--- src/design/pst_pkg.sv ---
package pst_pkg;

    // Geometry and fixed-point format.
    localparam int COORD_WIDTH  = 16;
    localparam int FRAC_BITS    = 8;
    localparam int CORDIC_STEPS = 16;
    localparam int NPTS         = 4;

    // Field widths of the stream and configuration items.
    localparam int ACT_W       = 3;
    localparam int OP_W        = 24;
    localparam int CEN_W       = 12;
    localparam int IDX_W       = 2;
    localparam int MODEL_W     = 16;
    localparam int SCREEN_W    = 17;
    localparam int IN_TDATA_W  = 48;
    localparam int OUT_TDATA_W = 72;
    localparam int CFG_IDX_W   = 2;

    localparam logic [ACT_W-1:0] ACT_TRANSLATE = 3'd0;
    localparam logic [ACT_W-1:0] ACT_SCALE     = 3'd1;
    localparam logic [ACT_W-1:0] ACT_ROTATE    = 3'd2;
    localparam logic [ACT_W-1:0] ACT_SHEAR     = 3'd3;
    localparam logic [ACT_W-1:0] ACT_PROJECT   = 3'd4;

    localparam logic [CFG_IDX_W-1:0] CFG_CENTER_X = 2'd0;
    localparam logic [CFG_IDX_W-1:0] CFG_CENTER_Y = 2'd1;

    // Multiply-accumulate datapath widths.
    localparam int PROD_W = OP_W + COORD_WIDTH;
    localparam int ACC_W  = PROD_W + 1;
    localparam int SUM_W  = ACC_W + 1;

    // Cosine and sine in signed Q.FRAC_BITS, magnitude up to one.
    localparam int CS_W = FRAC_BITS + 2;

    // Angle reduction constants in Q.FRAC_BITS degrees.
    localparam longint FULL_DEG    = longint'(360) << FRAC_BITS;
    localparam longint HALF_DEG    = longint'(180) << FRAC_BITS;
    localparam longint QUARTER_DEG = longint'(90) << FRAC_BITS;

    function automatic int mod_steps();
        int     k;
        longint m;
        k = 0;
        m = FULL_DEG;
        while (m < (longint'(1) << (OP_W - 1))) begin
            m = m << 1;
            k = k + 1;
        end
        return k;
    endfunction

    localparam int     MOD_K        = mod_steps();
    localparam longint FULL_SHIFTED = FULL_DEG << MOD_K;
    localparam int     MOD_W        = $clog2(FULL_SHIFTED << 1) + 2;
    localparam int     MCNT_W       = (MOD_K > 0) ? $clog2(MOD_K + 1) : 1;

    // CORDIC datapath: x and y in Q.30, residual angle in Q.16 degrees.
    localparam int     XY_W        = 33;
    localparam int     Z_W         = 26;
    localparam int     ST_W        = $clog2(CORDIC_STEPS);
    localparam longint CORDIC_GAIN = 64'd652032874;

    function automatic logic signed [Z_W-1:0] atan_q16(input logic [4:0] i);
        logic signed [Z_W-1:0] v;
        case (i)
            5'd0:    v = Z_W'(2949120);
            5'd1:    v = Z_W'(1740967);
            5'd2:    v = Z_W'(919879);
            5'd3:    v = Z_W'(466945);
            5'd4:    v = Z_W'(234379);
            5'd5:    v = Z_W'(117265);
            5'd6:    v = Z_W'(58666);
            5'd7:    v = Z_W'(29335);
            5'd8:    v = Z_W'(14668);
            5'd9:    v = Z_W'(7334);
            5'd10:   v = Z_W'(3667);
            5'd11:   v = Z_W'(1833);
            5'd12:   v = Z_W'(917);
            5'd13:   v = Z_W'(458);
            5'd14:   v = Z_W'(229);
            5'd15:   v = Z_W'(115);
            5'd16:   v = Z_W'(57);
            5'd17:   v = Z_W'(29);
            5'd18:   v = Z_W'(14);
            5'd19:   v = Z_W'(7);
            5'd20:   v = Z_W'(4);
            5'd21:   v = Z_W'(2);
            5'd22:   v = Z_W'(1);
            default: v = '0;
        endcase
        return v;
    endfunction

    typedef logic signed [COORD_WIDTH-1:0] t_coord;
    typedef logic signed [CS_W-1:0]        t_trig;

    // Per-phase controls for the shared multiply-accumulate unit.
    typedef struct packed {
        logic mul_en;
        logic acc_load;
        logic acc_add;
        logic acc_trunc;
    } t_mac_ctl;

endpackage

--- src/design/pst_cordic.sv ---
module pst_cordic (
    input  logic                      i_clk,
    input  logic                      i_rst_n,
    input  logic                      i_start,
    input  logic signed [pst_pkg::OP_W-1:0] i_angle,
    output logic                      o_done,
    output pst_pkg::t_trig            o_cos,
    output pst_pkg::t_trig            o_sin
);
    import pst_pkg::*;

    localparam logic [2:0] C_IDLE  = 3'd0;
    localparam logic [2:0] C_MOD   = 3'd1;
    localparam logic [2:0] C_FOLD1 = 3'd2;
    localparam logic [2:0] C_FOLD2 = 3'd3;
    localparam logic [2:0] C_ITER  = 3'd4;
    localparam logic [2:0] C_ROUND = 3'd5;

    localparam int RSH = 30 - FRAC_BITS;
    localparam logic signed [XY_W-1:0]  RND     = XY_W'(longint'(1) << (RSH - 1));
    localparam logic signed [MOD_W-1:0] FULL_M  = MOD_W'(FULL_DEG);
    localparam logic signed [MOD_W-1:0] HALF_M  = MOD_W'(HALF_DEG);
    localparam logic signed [MOD_W-1:0] QUART_M = MOD_W'(QUARTER_DEG);

    logic [2:0]              r_state;
    logic signed [MOD_W-1:0] r_v;
    logic signed [MOD_W-1:0] r_dv;
    logic [MCNT_W-1:0]       r_mcnt;
    logic                    r_neg;
    logic signed [XY_W-1:0]  r_x;
    logic signed [XY_W-1:0]  r_y;
    logic signed [Z_W-1:0]   r_z;
    logic [ST_W-1:0]         r_i;
    logic                    r_done;
    t_trig                   r_cos;
    t_trig                   r_sin;

    logic signed [MOD_W-1:0] folded;
    logic                    fold_neg;
    logic signed [XY_W-1:0]  dx;
    logic signed [XY_W-1:0]  dy;
    logic signed [Z_W-1:0]   at;
    logic signed [XY_W-1:0]  c_rnd;
    logic signed [XY_W-1:0]  s_rnd;
    t_trig                   c_q;
    t_trig                   s_q;

    always_comb begin
        folded   = r_v;
        fold_neg = 1'b0;
        if (r_v > QUART_M) begin
            folded   = r_v - HALF_M;
            fold_neg = 1'b1;
        end else if (r_v < -QUART_M) begin
            folded   = r_v + HALF_M;
            fold_neg = 1'b1;
        end
        dx    = r_y >>> r_i;
        dy    = r_x >>> r_i;
        at    = atan_q16(5'(r_i));
        c_rnd = (r_x + RND) >>> RSH;
        s_rnd = (r_y + RND) >>> RSH;
        c_q   = c_rnd[CS_W-1:0];
        s_q   = s_rnd[CS_W-1:0];
    end

    always_ff @(posedge i_clk) begin
        if (!i_rst_n) begin
            r_state <= C_IDLE;
            r_done  <= 1'b0;
        end else begin
            // The done pulse follows the rounding cycle.
            r_done <= (r_state == C_ROUND);
            case (r_state)
                C_IDLE: begin
                    if (i_start) begin
                        // Bias negative angles up by a multiple of a full turn.
                        r_v     <= MOD_W'(i_angle) + MOD_W'(FULL_SHIFTED);
                        r_dv    <= MOD_W'(FULL_SHIFTED);
                        r_mcnt  <= MCNT_W'(MOD_K);
                        r_state <= C_MOD;
                    end
                end
                C_MOD: begin
                    if (r_v >= r_dv) begin
                        r_v <= r_v - r_dv;
                    end
                    r_dv <= r_dv >>> 1;
                    if (r_mcnt == '0) begin
                        r_state <= C_FOLD1;
                    end else begin
                        r_mcnt <= r_mcnt - 1'b1;
                    end
                end
                C_FOLD1: begin
                    if (r_v >= HALF_M) begin
                        r_v <= r_v - FULL_M;
                    end
                    r_state <= C_FOLD2;
                end
                C_FOLD2: begin
                    r_neg   <= fold_neg;
                    r_z     <= Z_W'(folded) <<< (16 - FRAC_BITS);
                    r_x     <= XY_W'(CORDIC_GAIN);
                    r_y     <= '0;
                    r_i     <= '0;
                    r_state <= C_ITER;
                end
                C_ITER: begin
                    if (!r_z[Z_W-1]) begin
                        r_x <= r_x - dx;
                        r_y <= r_y + dy;
                        r_z <= r_z - at;
                    end else begin
                        r_x <= r_x + dx;
                        r_y <= r_y - dy;
                        r_z <= r_z + at;
                    end
                    if (r_i == ST_W'(CORDIC_STEPS - 1)) begin
                        r_state <= C_ROUND;
                    end else begin
                        r_i <= r_i + 1'b1;
                    end
                end
                C_ROUND: begin
                    r_cos   <= r_neg ? -c_q : c_q;
                    r_sin   <= r_neg ? -s_q : s_q;
                    r_state <= C_IDLE;
                end
                default: begin
                    r_state <= C_IDLE;
                end
            endcase
        end
    end

    assign o_done = r_done;
    assign o_cos  = r_cos;
    assign o_sin  = r_sin;

endmodule

--- src/design/pst_mac.sv ---
module pst_mac (
    input  logic                            i_clk,
    input  pst_pkg::t_mac_ctl               i_ctl,
    input  logic signed [pst_pkg::OP_W-1:0] i_op_a,
    input  pst_pkg::t_coord                 i_op_b,
    input  pst_pkg::t_coord                 i_addend,
    output pst_pkg::t_coord                 o_result
);
    import pst_pkg::*;

    localparam logic signed [SUM_W-1:0] SAT_HI =
        SUM_W'((longint'(1) << (COORD_WIDTH - 1)) - 1);
    localparam logic signed [SUM_W-1:0] SAT_LO = -SAT_HI - SUM_W'(1);
    localparam logic signed [ACC_W-1:0] TRUNC_BIAS =
        ACC_W'((longint'(1) << FRAC_BITS) - 1);

    logic signed [PROD_W-1:0] r_prod;
    logic signed [ACC_W-1:0]  r_acc;
    logic signed [ACC_W-1:0]  bias;
    logic signed [SUM_W-1:0]  sum;

    always_comb begin
        // Rounding towards zero: negative values get the bias before the shift.
        bias = r_acc[ACC_W-1] ? TRUNC_BIAS : '0;
        sum  = SUM_W'(r_acc) + SUM_W'(i_addend);
        if (sum > SAT_HI) begin
            o_result = SAT_HI[COORD_WIDTH-1:0];
        end else if (sum < SAT_LO) begin
            o_result = SAT_LO[COORD_WIDTH-1:0];
        end else begin
            o_result = sum[COORD_WIDTH-1:0];
        end
    end

    always_ff @(posedge i_clk) begin
        if (i_ctl.mul_en) begin
            r_prod <= i_op_a * i_op_b;
        end
        if (i_ctl.acc_load) begin
            r_acc <= ACC_W'(r_prod);
        end else if (i_ctl.acc_add) begin
            r_acc <= r_acc + ACC_W'(r_prod);
        end else if (i_ctl.acc_trunc) begin
            r_acc <= (r_acc + bias) >>> FRAC_BITS;
        end
    end

endmodule

--- src/design/point_set_2d_transform_unit.sv ---
// A rotation first waits for its sine and cosine from the iterative CORDIC unit; then every
// item has its eight coordinates worked through the shared multiplier in turn.
// A new item is taken only once the last report of the previous one is in the output
// register, so items are not overlapped.
// Reset (synchronous, active low) restores the points and the screen centre registers.
module point_set_2d_transform_unit (
    input  logic                            i_clk,
    input  logic                            i_rst_n,
    // Input items.
    input  logic                            i_s_axis_tvalid,
    output logic                            o_s_axis_tready,
    // tdata, lowest bit first: operand_a[23:0], operand_b[47:24].
    input  logic [pst_pkg::IN_TDATA_W-1:0]  i_s_axis_tdata,
    // tuser, lowest bit first: action[2:0].
    input  logic [pst_pkg::ACT_W-1:0]       i_s_axis_tuser,
    // Result items.
    output logic                            o_m_axis_tvalid,
    input  logic                            i_m_axis_tready,
    // tdata, lowest bit first: point_index[1:0], model_x[17:2], model_y[33:18],
    // screen_x[50:34], screen_y[67:51], zeros.
    output logic [pst_pkg::OUT_TDATA_W-1:0] o_m_axis_tdata,
    output logic                            o_m_axis_tlast,
    // Configuration writes.
    input  logic                            i_cfg_valid,
    output logic                            o_cfg_ready,
    input  logic [pst_pkg::CFG_IDX_W-1:0]   i_cfg_index,
    input  logic [pst_pkg::CEN_W-1:0]       i_cfg_data
);
    import pst_pkg::*;

    // The sequencer waits in S_TRIG for sine and cosine, walks the coordinates in S_PT and
    // hands the four points to the output register in S_OUT.
    localparam logic [1:0] S_IDLE = 2'd0;
    localparam logic [1:0] S_TRIG = 2'd1;
    localparam logic [1:0] S_PT   = 2'd2;
    localparam logic [1:0] S_OUT  = 2'd3;

    // Phases of one coordinate in the multiply-accumulate unit.
    localparam logic [2:0] PH_MUL1  = 3'd0;
    localparam logic [2:0] PH_MUL2  = 3'd1;
    localparam logic [2:0] PH_SUM   = 3'd2;
    localparam logic [2:0] PH_TRUNC = 3'd3;
    localparam logic [2:0] PH_WRITE = 3'd4;

    localparam int CALC_W = COORD_WIDTH + CEN_W + 2;
    localparam int PAD_W  = OUT_TDATA_W - (IDX_W + 2 * MODEL_W + 2 * SCREEN_W);

    localparam logic signed [OP_W-1:0] A_ONE = OP_W'(1);
    localparam t_coord                 B_ONE = COORD_WIDTH'(1);

    logic [1:0]               r_state;
    logic [ACT_W-1:0]         r_action;
    logic signed [OP_W-1:0]   r_op_a;
    logic signed [OP_W-1:0]   r_op_b;
    t_trig                    r_cos;
    t_trig                    r_sin;
    // Points are kept as a ring: the point being worked on or sent sits in entries 0 and 1,
    // and each finished point moves to the tail.
    t_coord                   r_pt [2*NPTS];
    logic                     r_sel;
    logic [2:0]               r_ph;
    logic [IDX_W-1:0]         r_pcnt;
    t_coord                   r_new_x;
    logic [CEN_W-1:0]         r_cx;
    logic [CEN_W-1:0]         r_cy;
    logic                     r_out_valid;
    logic [OUT_TDATA_W-1:0]   r_out_data;
    logic                     r_out_last;

    logic                     in_accept;
    logic [ACT_W-1:0]         in_action;
    logic signed [OP_W-1:0]   in_op_a;
    logic signed [OP_W-1:0]   in_op_b;
    logic                     cordic_start;
    logic                     cordic_done;
    t_trig                    cordic_cos;
    t_trig                    cordic_sin;

    t_coord                   self_c;
    t_coord                   other_c;
    logic signed [OP_W-1:0]   op_c;
    logic signed [OP_W-1:0]   cos_a;
    logic signed [OP_W-1:0]   sin_a;
    logic signed [OP_W-1:0]   t1_a;
    t_coord                   t1_b;
    logic signed [OP_W-1:0]   t2_a;
    t_coord                   t2_b;
    logic                     div_mode;
    t_mac_ctl                 mac_ctl;
    logic signed [OP_W-1:0]   mac_a;
    t_coord                   mac_b;
    t_coord                   mac_addend;
    t_coord                   mac_result;
    logic                     out_load;

    logic signed [CALC_W-1:0] cx_s;
    logic signed [CALC_W-1:0] cy_s;
    logic signed [CALC_W-1:0] px;
    logic signed [CALC_W-1:0] py;
    logic signed [CALC_W-1:0] scr_x;
    logic signed [CALC_W-1:0] scr_y;

    // Neither channel takes an item while reset is held.
    assign in_accept       = i_s_axis_tvalid && o_s_axis_tready;
    assign in_action       = i_s_axis_tuser;
    assign in_op_a         = i_s_axis_tdata[0 +: OP_W];
    assign in_op_b         = i_s_axis_tdata[OP_W +: OP_W];
    assign cordic_start    = in_accept && (in_action == ACT_ROTATE);
    assign o_s_axis_tready = i_rst_n && (r_state == S_IDLE);
    assign o_cfg_ready     = i_rst_n;

    pst_cordic u_cordic (
        .i_clk   (i_clk),
        .i_rst_n (i_rst_n),
        .i_start (cordic_start),
        .i_angle (in_op_a),
        .o_done  (cordic_done),
        .o_cos   (cordic_cos),
        .o_sin   (cordic_sin)
    );

    // Operand selection for the two product terms of the current coordinate. The first
    // coordinate of a point is x (self is x, other is y), the second is y.
    always_comb begin
        self_c   = r_sel ? r_pt[1] : r_pt[0];
        other_c  = r_sel ? r_pt[0] : r_pt[1];
        op_c     = r_sel ? r_op_b : r_op_a;
        cos_a    = OP_W'(r_cos);
        sin_a    = OP_W'(r_sin);
        t1_a     = A_ONE;
        t1_b     = self_c;
        t2_a     = '0;
        t2_b     = '0;
        div_mode = r_action inside {ACT_ROTATE, ACT_SHEAR, ACT_PROJECT};
        case (r_action)
            ACT_TRANSLATE: begin
                t1_a = op_c;
                t1_b = B_ONE;
                t2_a = A_ONE;
                t2_b = self_c;
            end
            ACT_SCALE: begin
                t1_a = op_c;
                t1_b = self_c;
            end
            ACT_ROTATE: begin
                if (!r_sel) begin
                    t1_a = cos_a;
                    t1_b = self_c;
                    t2_a = -sin_a;
                    t2_b = other_c;
                end else begin
                    t1_a = sin_a;
                    t1_b = other_c;
                    t2_a = cos_a;
                    t2_b = self_c;
                end
            end
            ACT_SHEAR: begin
                t1_a = op_c;
                t1_b = other_c;
            end
            ACT_PROJECT: begin
                t1_a = op_c;
                t1_b = self_c;
            end
            default: begin
                // Unknown actions leave the point where it is.
                t1_a = A_ONE;
                t1_b = self_c;
            end
        endcase
        mac_a      = (r_ph == PH_MUL1) ? t1_a : t2_a;
        mac_b      = (r_ph == PH_MUL1) ? t1_b : t2_b;
        mac_addend = (r_action == ACT_SHEAR) ? self_c : '0;

        mac_ctl.mul_en    = (r_state == S_PT) && ((r_ph == PH_MUL1) || (r_ph == PH_MUL2));
        mac_ctl.acc_load  = (r_state == S_PT) && (r_ph == PH_MUL2);
        mac_ctl.acc_add   = (r_state == S_PT) && (r_ph == PH_SUM);
        mac_ctl.acc_trunc = (r_state == S_PT) && (r_ph == PH_TRUNC) && div_mode;
    end

    pst_mac u_mac (
        .i_clk    (i_clk),
        .i_ctl    (mac_ctl),
        .i_op_a   (mac_a),
        .i_op_b   (mac_b),
        .i_addend (mac_addend),
        .o_result (mac_result)
    );

    // Screen mapping of the point at the head of the ring. Line ends add x to the centre,
    // bar corners are mirrored about it.
    always_comb begin
        cx_s  = CALC_W'(r_cx);
        cy_s  = CALC_W'(r_cy);
        px    = CALC_W'(r_pt[0]);
        py    = CALC_W'(r_pt[1]);
        scr_x = (!r_pcnt[1]) ? (cx_s + px) : (cx_s - px);
        scr_y = cy_s - py;
    end

    assign out_load = (r_state == S_OUT) && (!r_out_valid || i_m_axis_tready);

    always_ff @(posedge i_clk) begin
        if (!i_rst_n) begin
            r_state     <= S_IDLE;
            r_out_valid <= 1'b0;
            r_cx        <= CEN_W'(320);
            r_cy        <= CEN_W'(240);
            r_sel       <= 1'b0;
            r_ph        <= PH_MUL1;
            r_pcnt      <= '0;
            r_pt[0]     <= COORD_WIDTH'(0);
            r_pt[1]     <= COORD_WIDTH'(0);
            r_pt[2]     <= COORD_WIDTH'(150);
            r_pt[3]     <= COORD_WIDTH'(150);
            r_pt[4]     <= COORD_WIDTH'(150);
            r_pt[5]     <= COORD_WIDTH'(150);
            r_pt[6]     <= COORD_WIDTH'(100);
            r_pt[7]     <= COORD_WIDTH'(100);
        end else begin
            if (i_cfg_valid && o_cfg_ready) begin
                if (i_cfg_index == CFG_CENTER_X) begin
                    r_cx <= i_cfg_data;
                end else if (i_cfg_index == CFG_CENTER_Y) begin
                    r_cy <= i_cfg_data;
                end
            end

            // The output register empties when its item is taken and nothing follows.
            if (i_m_axis_tready && !out_load) begin
                r_out_valid <= 1'b0;
            end

            case (r_state)
                S_IDLE: begin
                    if (in_accept) begin
                        r_action <= in_action;
                        r_op_a   <= in_op_a;
                        r_op_b   <= in_op_b;
                        r_sel    <= 1'b0;
                        r_ph     <= PH_MUL1;
                        r_pcnt   <= '0;
                        r_state  <= (in_action == ACT_ROTATE) ? S_TRIG : S_PT;
                    end
                end
                S_TRIG: begin
                    if (cordic_done) begin
                        r_cos   <= cordic_cos;
                        r_sin   <= cordic_sin;
                        r_state <= S_PT;
                    end
                end
                S_PT: begin
                    if (r_ph == PH_WRITE) begin
                        r_ph <= PH_MUL1;
                        if (!r_sel) begin
                            r_new_x <= mac_result;
                            r_sel   <= 1'b1;
                        end else begin
                            // Both new coordinates are ready: move the point to the tail.
                            for (int i = 0; i < 2*NPTS - 2; i++) begin
                                r_pt[i] <= r_pt[i+2];
                            end
                            r_pt[2*NPTS-2] <= r_new_x;
                            r_pt[2*NPTS-1] <= mac_result;
                            r_sel          <= 1'b0;
                            r_pcnt         <= r_pcnt + 1'b1;
                            if (r_pcnt == IDX_W'(NPTS - 1)) begin
                                r_state <= S_OUT;
                            end
                        end
                    end else begin
                        r_ph <= r_ph + 1'b1;
                    end
                end
                S_OUT: begin
                    if (out_load) begin
                        r_out_valid <= 1'b1;
                        r_out_last  <= (r_pcnt == IDX_W'(NPTS - 1));
                        r_out_data  <= OUT_TDATA_W'({PAD_W'(0),
                                                     scr_y[SCREEN_W-1:0],
                                                     scr_x[SCREEN_W-1:0],
                                                     py[MODEL_W-1:0],
                                                     px[MODEL_W-1:0],
                                                     r_pcnt});
                        for (int i = 0; i < 2*NPTS - 2; i++) begin
                            r_pt[i] <= r_pt[i+2];
                        end
                        r_pt[2*NPTS-2] <= r_pt[0];
                        r_pt[2*NPTS-1] <= r_pt[1];
                        r_pcnt         <= r_pcnt + 1'b1;
                        if (r_pcnt == IDX_W'(NPTS - 1)) begin
                            r_state <= S_IDLE;
                        end
                    end
                end
                default: begin
                    r_state <= S_IDLE;
                end
            endcase
        end
    end

    assign o_m_axis_tvalid = r_out_valid;
    assign o_m_axis_tdata  = r_out_data;
    assign o_m_axis_tlast  = r_out_last;

endmodule

--- config.mk ---
export PLATFORM = sky130hd
export DESIGN_NAME = point_set_2d_transform_unit
export DESIGN_NICKNAME = d
export VERILOG_FILES = /design/src/design/pst_pkg.sv /design/src/design/pst_cordic.sv /design/src/design/pst_mac.sv /design/src/design/point_set_2d_transform_unit.sv
export SDC_FILE = /design/constraint.sdc
export NUM_CORES = 2
export LEC_CHECK = 0
export ABC_AREA = 1
export BUFFER_PORTS_ARGS = -buffer_cell sky130_fd_sc_hd__buf_2
export CORE_ASPECT_RATIO = 2
export CORE_UTILIZATION = 40
export CTS_BUF_LIST = sky130_fd_sc_hd__clkbuf_4
export DETAILED_ROUTE_END_ITERATION = 7
export PLACE_DENSITY_LB_ADDON = 0.2
export SLEW_MARGIN = 20
export SYNTH_ARGS = -nofsm -noshare
export SYNTH_HDL_FRONTEND = slang
export SYNTH_HIERARCHICAL = 1
export SYNTH_SLANG_ARGS = --single-unit
--- constraint.sdc ---
create_clock -name i_clk -period 9.1 [get_ports i_clk]
set_clock_uncertainty 0.15 [all_clocks]
set_input_delay 0.91 -clock i_clk [delete_from_list [all_inputs] [get_ports i_clk]]
set_output_delay 0.91 -clock i_clk [all_outputs]
set_load 0.005 [all_outputs]
* Word-level counts from Yosys, hierarchy flattened
Memories as Yosys holds them, arrays and structs flattened. A register that Yosys moved wholly into a read port is not among the register bits. Cells that the tools add are included.
Cells by class: add/subtract/negate cells 26, multiply operators 1, order comparisons 6, equality and inequality tests 34, shift-type cells 2, mux-type cells 98, bitwise gates (word level) 19, reduce and logical (&&, ||, !) cells 48
Operator list (number):
- $mux 16 | 24
- $pmux 33 s2 | 2
- $mux 41 | 3
- $mux 27 | 4
- $mux 24 | 4
- $pmux 24 s2 | 2
- $pmux 27 s3 | 1
- $add 33x33->33 | 2
- $mux 33 | 2
- $sshr 33x4->33 | 2
- $sub 33x33->33 | 2
- $add 32x23->32 const B | 2
- $pmux 27 s2 | 1
- $pmux 26 s2 | 1
- $pmux 16 s3 | 1
- $add 41x16->42 | 1
- $gt 42x16->1 const B | 1
- $lt 42x16->1 const B | 1
- $add 41x40->41 | 1
- $add 41x9->41 | 1
- $mul 24x16->40 | 1
- $mux 18 | 2
- $sub 13x16->17 | 2
- $pmux 16 s2 | 1
- other kinds (55) | 170
Storage, ports and cells: register bits after elaboration 448, memory bits (writable) 128, bits in read-only memories 352, bits of input ports 70, output and inout port bits 76, logic and storage cells 266, memories kept 2
Memory list:
- (name not given) | words 16, width 22, read ports 1, clocked after Yosys merged registers in 1, wr ports 0, line pst_pkg.sv:67 | case (i)
- r_pt | words 8, width 16, read ports 8, clocked after Yosys merged registers in 0, wr ports 8, line point_set_2d_transform_unit.sv:59 | t_coord r_pt [2*NPTS];

* Logic depth before layout (Yosys ltp)
An unclocked memory read counts as a cell.
depth after elaboration 9, gate-level depth with buffers 38, mapped depth without buffers 37

* Hierarchy
The synthesis kept the hierarchy.
Modules (own cells, without submodules):
- pst_mac | times used 1, cells an instance 3678, area an instance 25313.0 sq um, sequential area each 2432.3 sq um
- pst_cordic | times used 1, cells an instance 3092, area an instance 20676.1 sq um, sequential area each 5655.4 sq um
- point_set_2d_transform_unit | times used 1, cells an instance 1519, area an instance 15061.9 sq um, sequential area each 9188.8 sq um

* Worst setup path before layout
Ideal clock, no wire load.
path type register -> register, start register r_action[2], end register u_mac.r_prod[38], data pin, library setup time 0.258 ns, data arrival time 6.961 ns, required time 8.692 ns, setup slack 1.731 ns, cell stages (with the launch flop) 32, clock period less this slack 7.369 ns, path through edfxtp_1 > nor2_2 > inv_1 > nor2_4 > inv_1 > buf_2 > nor2_1 > a21oi_1 > o21ai_0 > clkbuf_1 > nand2_1 > fa_1 > inv_1 > fa_1 > fa_1 > inv_1 > fa_1 > inv_1 > fa_1 > inv_1 > fa_1 > inv_1 > ha_1 > nand2_1 > nor2_1 > inv_1 > nor4_1 > nand3_1 > nand3_1 > nand3_1 > nand2_1 > xor2_1
On the way: elaborated cells on any way between the ends 13
RTL lines:
- start, declared | line point_set_2d_transform_unit.sv:52 | logic [ACT_W-1:0] r_action;
- start signal, assigned | line point_set_2d_transform_unit.sv:239 | r_action <= in_action;
- $eq 3x2->1 / $logic_not 3->1 (equally long branches) | line point_set_2d_transform_unit.sv:135 | case (r_action)
- $pmux 16 s3 / $pmux 16 s2 (equally long branches) | line point_set_2d_transform_unit.sv:135
- $mux 16 * | line point_set_2d_transform_unit.sv:174 | mac_b = (r_ph == PH_MUL1) ? t1_b : t2_b;
- via mac_b[5] | line point_set_2d_transform_unit.sv:91 | t_coord mac_b;
- $mul 24x16->40 * | line pst_mac.sv:37 | r_prod <= i_op_a * i_op_b;
- end signal, assigned | line pst_mac.sv:37
- end, declared | line pst_mac.sv:17 | logic signed [PROD_W-1:0] r_prod;
Mark *: on every way through the listed nets, which the timed path passes. The rest lies on a longest branch. A chain may end at the register's enable or synchronous reset.

* Worst setup path in the final report
start register r_action[2], end register u_mac.r_prod[24], data pin
The elaborated chain is that of the path after synthesis.

==> impl_metrics.csv <==
group,metric,value,unit
run_status,outcome,"completed",
logic_synthesis,ys_ff_latch,595,
detailed_routing,wl,231000,um
clock_tree,path_clk_slew,0.07,ns
global_routing,antenna_found_initial,8,
logic_synthesis,yosys.area.top_type,"edfxtp_1",
logic_synthesis,synth_xor_area_frac,0.03384,
clock_tree,cts_buffer_depth,4,
logic_synthesis,synthFlopType,"edfxtp_1",
sta,fmax,0.1133,GHz
logic_synthesis,synth_area_leaders,"edfxtp_1 (26%), nand2_1 (13%), fa_1 (13%), inv_1 (8.8%), ha_1 (7.4%)",
sta,min_period,8.828,ns
setup_path,critPathSlowestCell,"o21ai_2",
die,rows,202,
sta,worstMarginPinSlew,1.020,ns
sta,period_share,0.9701,
global_routing,grt_usage,0.2973,
setup_path,end_kind,"register",
clock_tree,htree_levels,4,
sta,relSlewSlack,0.3174,
clock_tree,cts_root_buffer,"clkbuf_4",
logic_synthesis,synth-seq-area-share,0.2830,
detailed_routing,wl_per_cell,21.91,um
clock_tree,cts_buffers,154,
global_routing,grt_max_degree,74,
cells_and_area,drive_above_1_share,0.07932,
sta,final_max_slew_viol_count,0,
logic_synthesis,syn_area_per_cell,7.365,um2
logic_synthesis,syn-cell-area,61050,um2
logic_synthesis,yosys_warnings,6,
setup_path,critPathKind,"reg -> reg",
logic_synthesis,synth_top_family_by_area,"simple AND/OR/NAND/NOR gates",
placed_design,gp_congestion,1.011,
setup_path,start_kind,"register",
setup_path,worstPathCellList,"nor2_2, nand2_2, inv_2, buf_4, a21oi_1, o21ai_2, nand2_1, fa_1, inv_1, fa_1, fa_1, fa_1, fa_1, inv_1, fa_1, inv_1, ha_1, nand2_1, nor2_1, inv_1, nor4_1, a21oi_1, o21ai_0, xor2_1",
setup_path,worst_ep_required_time,9.66,ns
logic_synthesis,synth_fa_ha_area_frac,0.1997,
sta,worst_slack,0.2723,ns
die,die_area,154300,um2
detailed_routing,drc,0,
logic_synthesis,ys_types,76,
placed_design,hpwl,188300,um
die,die_y,554.5,um
cells_and_area,finalNetCount,9304,
placed_design,portBuffers,141,
logic_synthesis,synth_cells,8289,
setup_path,path_max_fanout,14,
placed_design,place_ws,0.3054,ns
logic_synthesis,synth_edf_count,536,
global_routing,grt_pass1_vias,58575,
clock_tree,clk_latency,1.08,ns
die,die_x,278.3,um
detailed_routing,dr.pass1.iters,8,
sta,setup_violations,0,
logic_synthesis,synth_top_area_share,0.2636,
global_routing,grt_pass1_wl,343700,um
setup_path,cpMostUsedCell,"fa_1",
die,num_io_pins,146,
detailed_routing,vias_per_cell,5.400,
sta,rsz0062_at_grt,"false",
run,max-cap-violations,0,
logic_synthesis,synth-simple-area-share,0.2622,
clock_tree,cts_sinks,595,
cells_and_area,finish.utilization,0.4381,
global_routing,gr-total-overflow,0,
clock_tree,cts_tree,"built",
logic_synthesis,synthMuxAreaShare,0.0004919,
min_path,worstHoldPathType,"in -> reg",
sta,finalHoldViolCount,0,
detailed_routing,ant_nets,0,
logic_synthesis,synthArstFlopShare,0,
cells_and_area,area_growth,8.640,%
detailed_routing,drtIter0Drc,3577,
detailed_routing,via_count,56931,
sta,fin_setup_tns,0,ns
logic_synthesis,synth-compound-area-share,0.1103,
die,start_util,0.4033,
die,core_area,151400,um2
setup_path,slowest_delay,0.76,ns
setup_path,arrival,9.39,ns
==> sequential cells by signal, indices dropped and copies added (netlist names), 12 cells and up <==
name and cells:
r_op_a 24, r_op_b 24, u_cordic/r_z 26, o_m_axis_tdata 68, u_cordic/r_dv 24, u_cordic/at 22
r_cx 12, u_cordic/r_x 33, r_cy 12, u_cordic/r_y 33, r_new_x 16, r_pt 128
u_cordic/r_v 27, u_mac/r_prod 40, u_mac/r_acc 41
==> final cells by class <==
| type | count | area [um2] |
|---|---|---|
| fillers | 15741 | 85070 |
| clock inverters | 51 | 320.3 |
| clock buffers | 214 | 1607 |
| diodes | 7 | 17.52 |
| multi-input cells | 5984 | 37220 |
| inverters | 1471 | 5543 |
| well taps | 1938 | 2425 |
| repair buffers | 283 | 1914 |
| flip-flops and latches | 595 | 17280 |
==> synthesized netlist by cell type, types with 76 or more instances <==
| cell type | n |
|---|---|
| xor2_1 | 175 |
| nand4_1 | 76 |
| o21ai_0 | 399 |
| nor2_1 | 769 |
| clkbuf_1 | 147 |
| nand2_1 | 2120 |
| fa_1 | 382 |
| ha_1 | 363 |
| inv_1 | 1438 |
| nand3_1 | 558 |
| edfxtp_1 | 536 |
| a21oi_1 | 487 |
==> logic make-up (layout without fill, tap and decap cells) <==
group / Yosys count / count (layout)
multiplexers: 3 / 3
AND/OR/NAND/NOR: 3807 / 3807
other: 1 / 11
XOR/XNOR: 235 / 235
adder cells (fa/ha/maj): 745 / 745
buffers and inverters: 1713 / 2019
AO/OA/AOI/OAI: 1190 / 1190
flip-flops: 595 / 595
==> layout by cell type (no fill, tap or decap), types with 214 or more instances in the layout <==
cell      Yosys  routed
nand2_1    2120    2110
inv_1      1438    1435
nor2_1      769     763
nand3_1     558     558
edfxtp_1    536     536
a21oi_1     487     486
o21ai_0     399     390
fa_1        382     382
ha_1        363     363
clkbuf_4      0     214
==> worst max-delay path, delay by kind of cell (launching register included) <==
family | cells | cell delay (ns)
AO/OA/AOI/OAI | 4 | 1.47
AND/OR/NAND/NOR | 6 | 1.30
XOR/XNOR | 1 | 0.49
buffers and inverters | 6 | 0.88
flip-flops | 1 | 0.49
adder cells (fa/ha/maj) | 7 | 3.79
==> metal layers <==
layer  global-route usage  vias up  routed length (um)
met5                    0        -                  20
met4               0.2761        4               24760
met3              0.03310      859                8756
met2               0.5730     1953              124000
met1               0.2652    26937               73470
li1                     -    27178                   -
==> repair_timing <==
action | in CTS | in global routing
hold endpoints to repair | 64 | 0
hold buffers | 52 | 0
setup buffers | 0 | 5
resized for setup | 0 | 13
setup endpoints to repair | 0 | 2
==> per-stage QoR <==
stage	hold WS, ns	cells	area [um2]
final	0.09074	10543	66330
after global routing	0.02276	10541	66320
after CTS	0.001499	10531	66210
after detailed placement	0.2545	10214	63770
after global placement	0.2516	10214	63770
after floorplan	0.2503	8292	61060
==> path summary, 6_finish.rpt <==
path | startpoint | endpoint | slack [ns] | cells after the start
worst max-delay path | r_action[2] | u_mac/r_prod[24] | 0.27 | 24
worst min-delay path | i_s_axis_tdata[6] | r_op_a[6] | 0.09 | 1
worst max register to register | r_action[2] | u_mac/r_prod[24] | 0.27 | 24
worst min register to register | u_cordic/o_sin[2] | r_sin[2] | 0.27 | 0
Power is left out: the tool's default activity adds up to more than one toggle a clock period on the data nets, which glitch-free logic cannot reach.
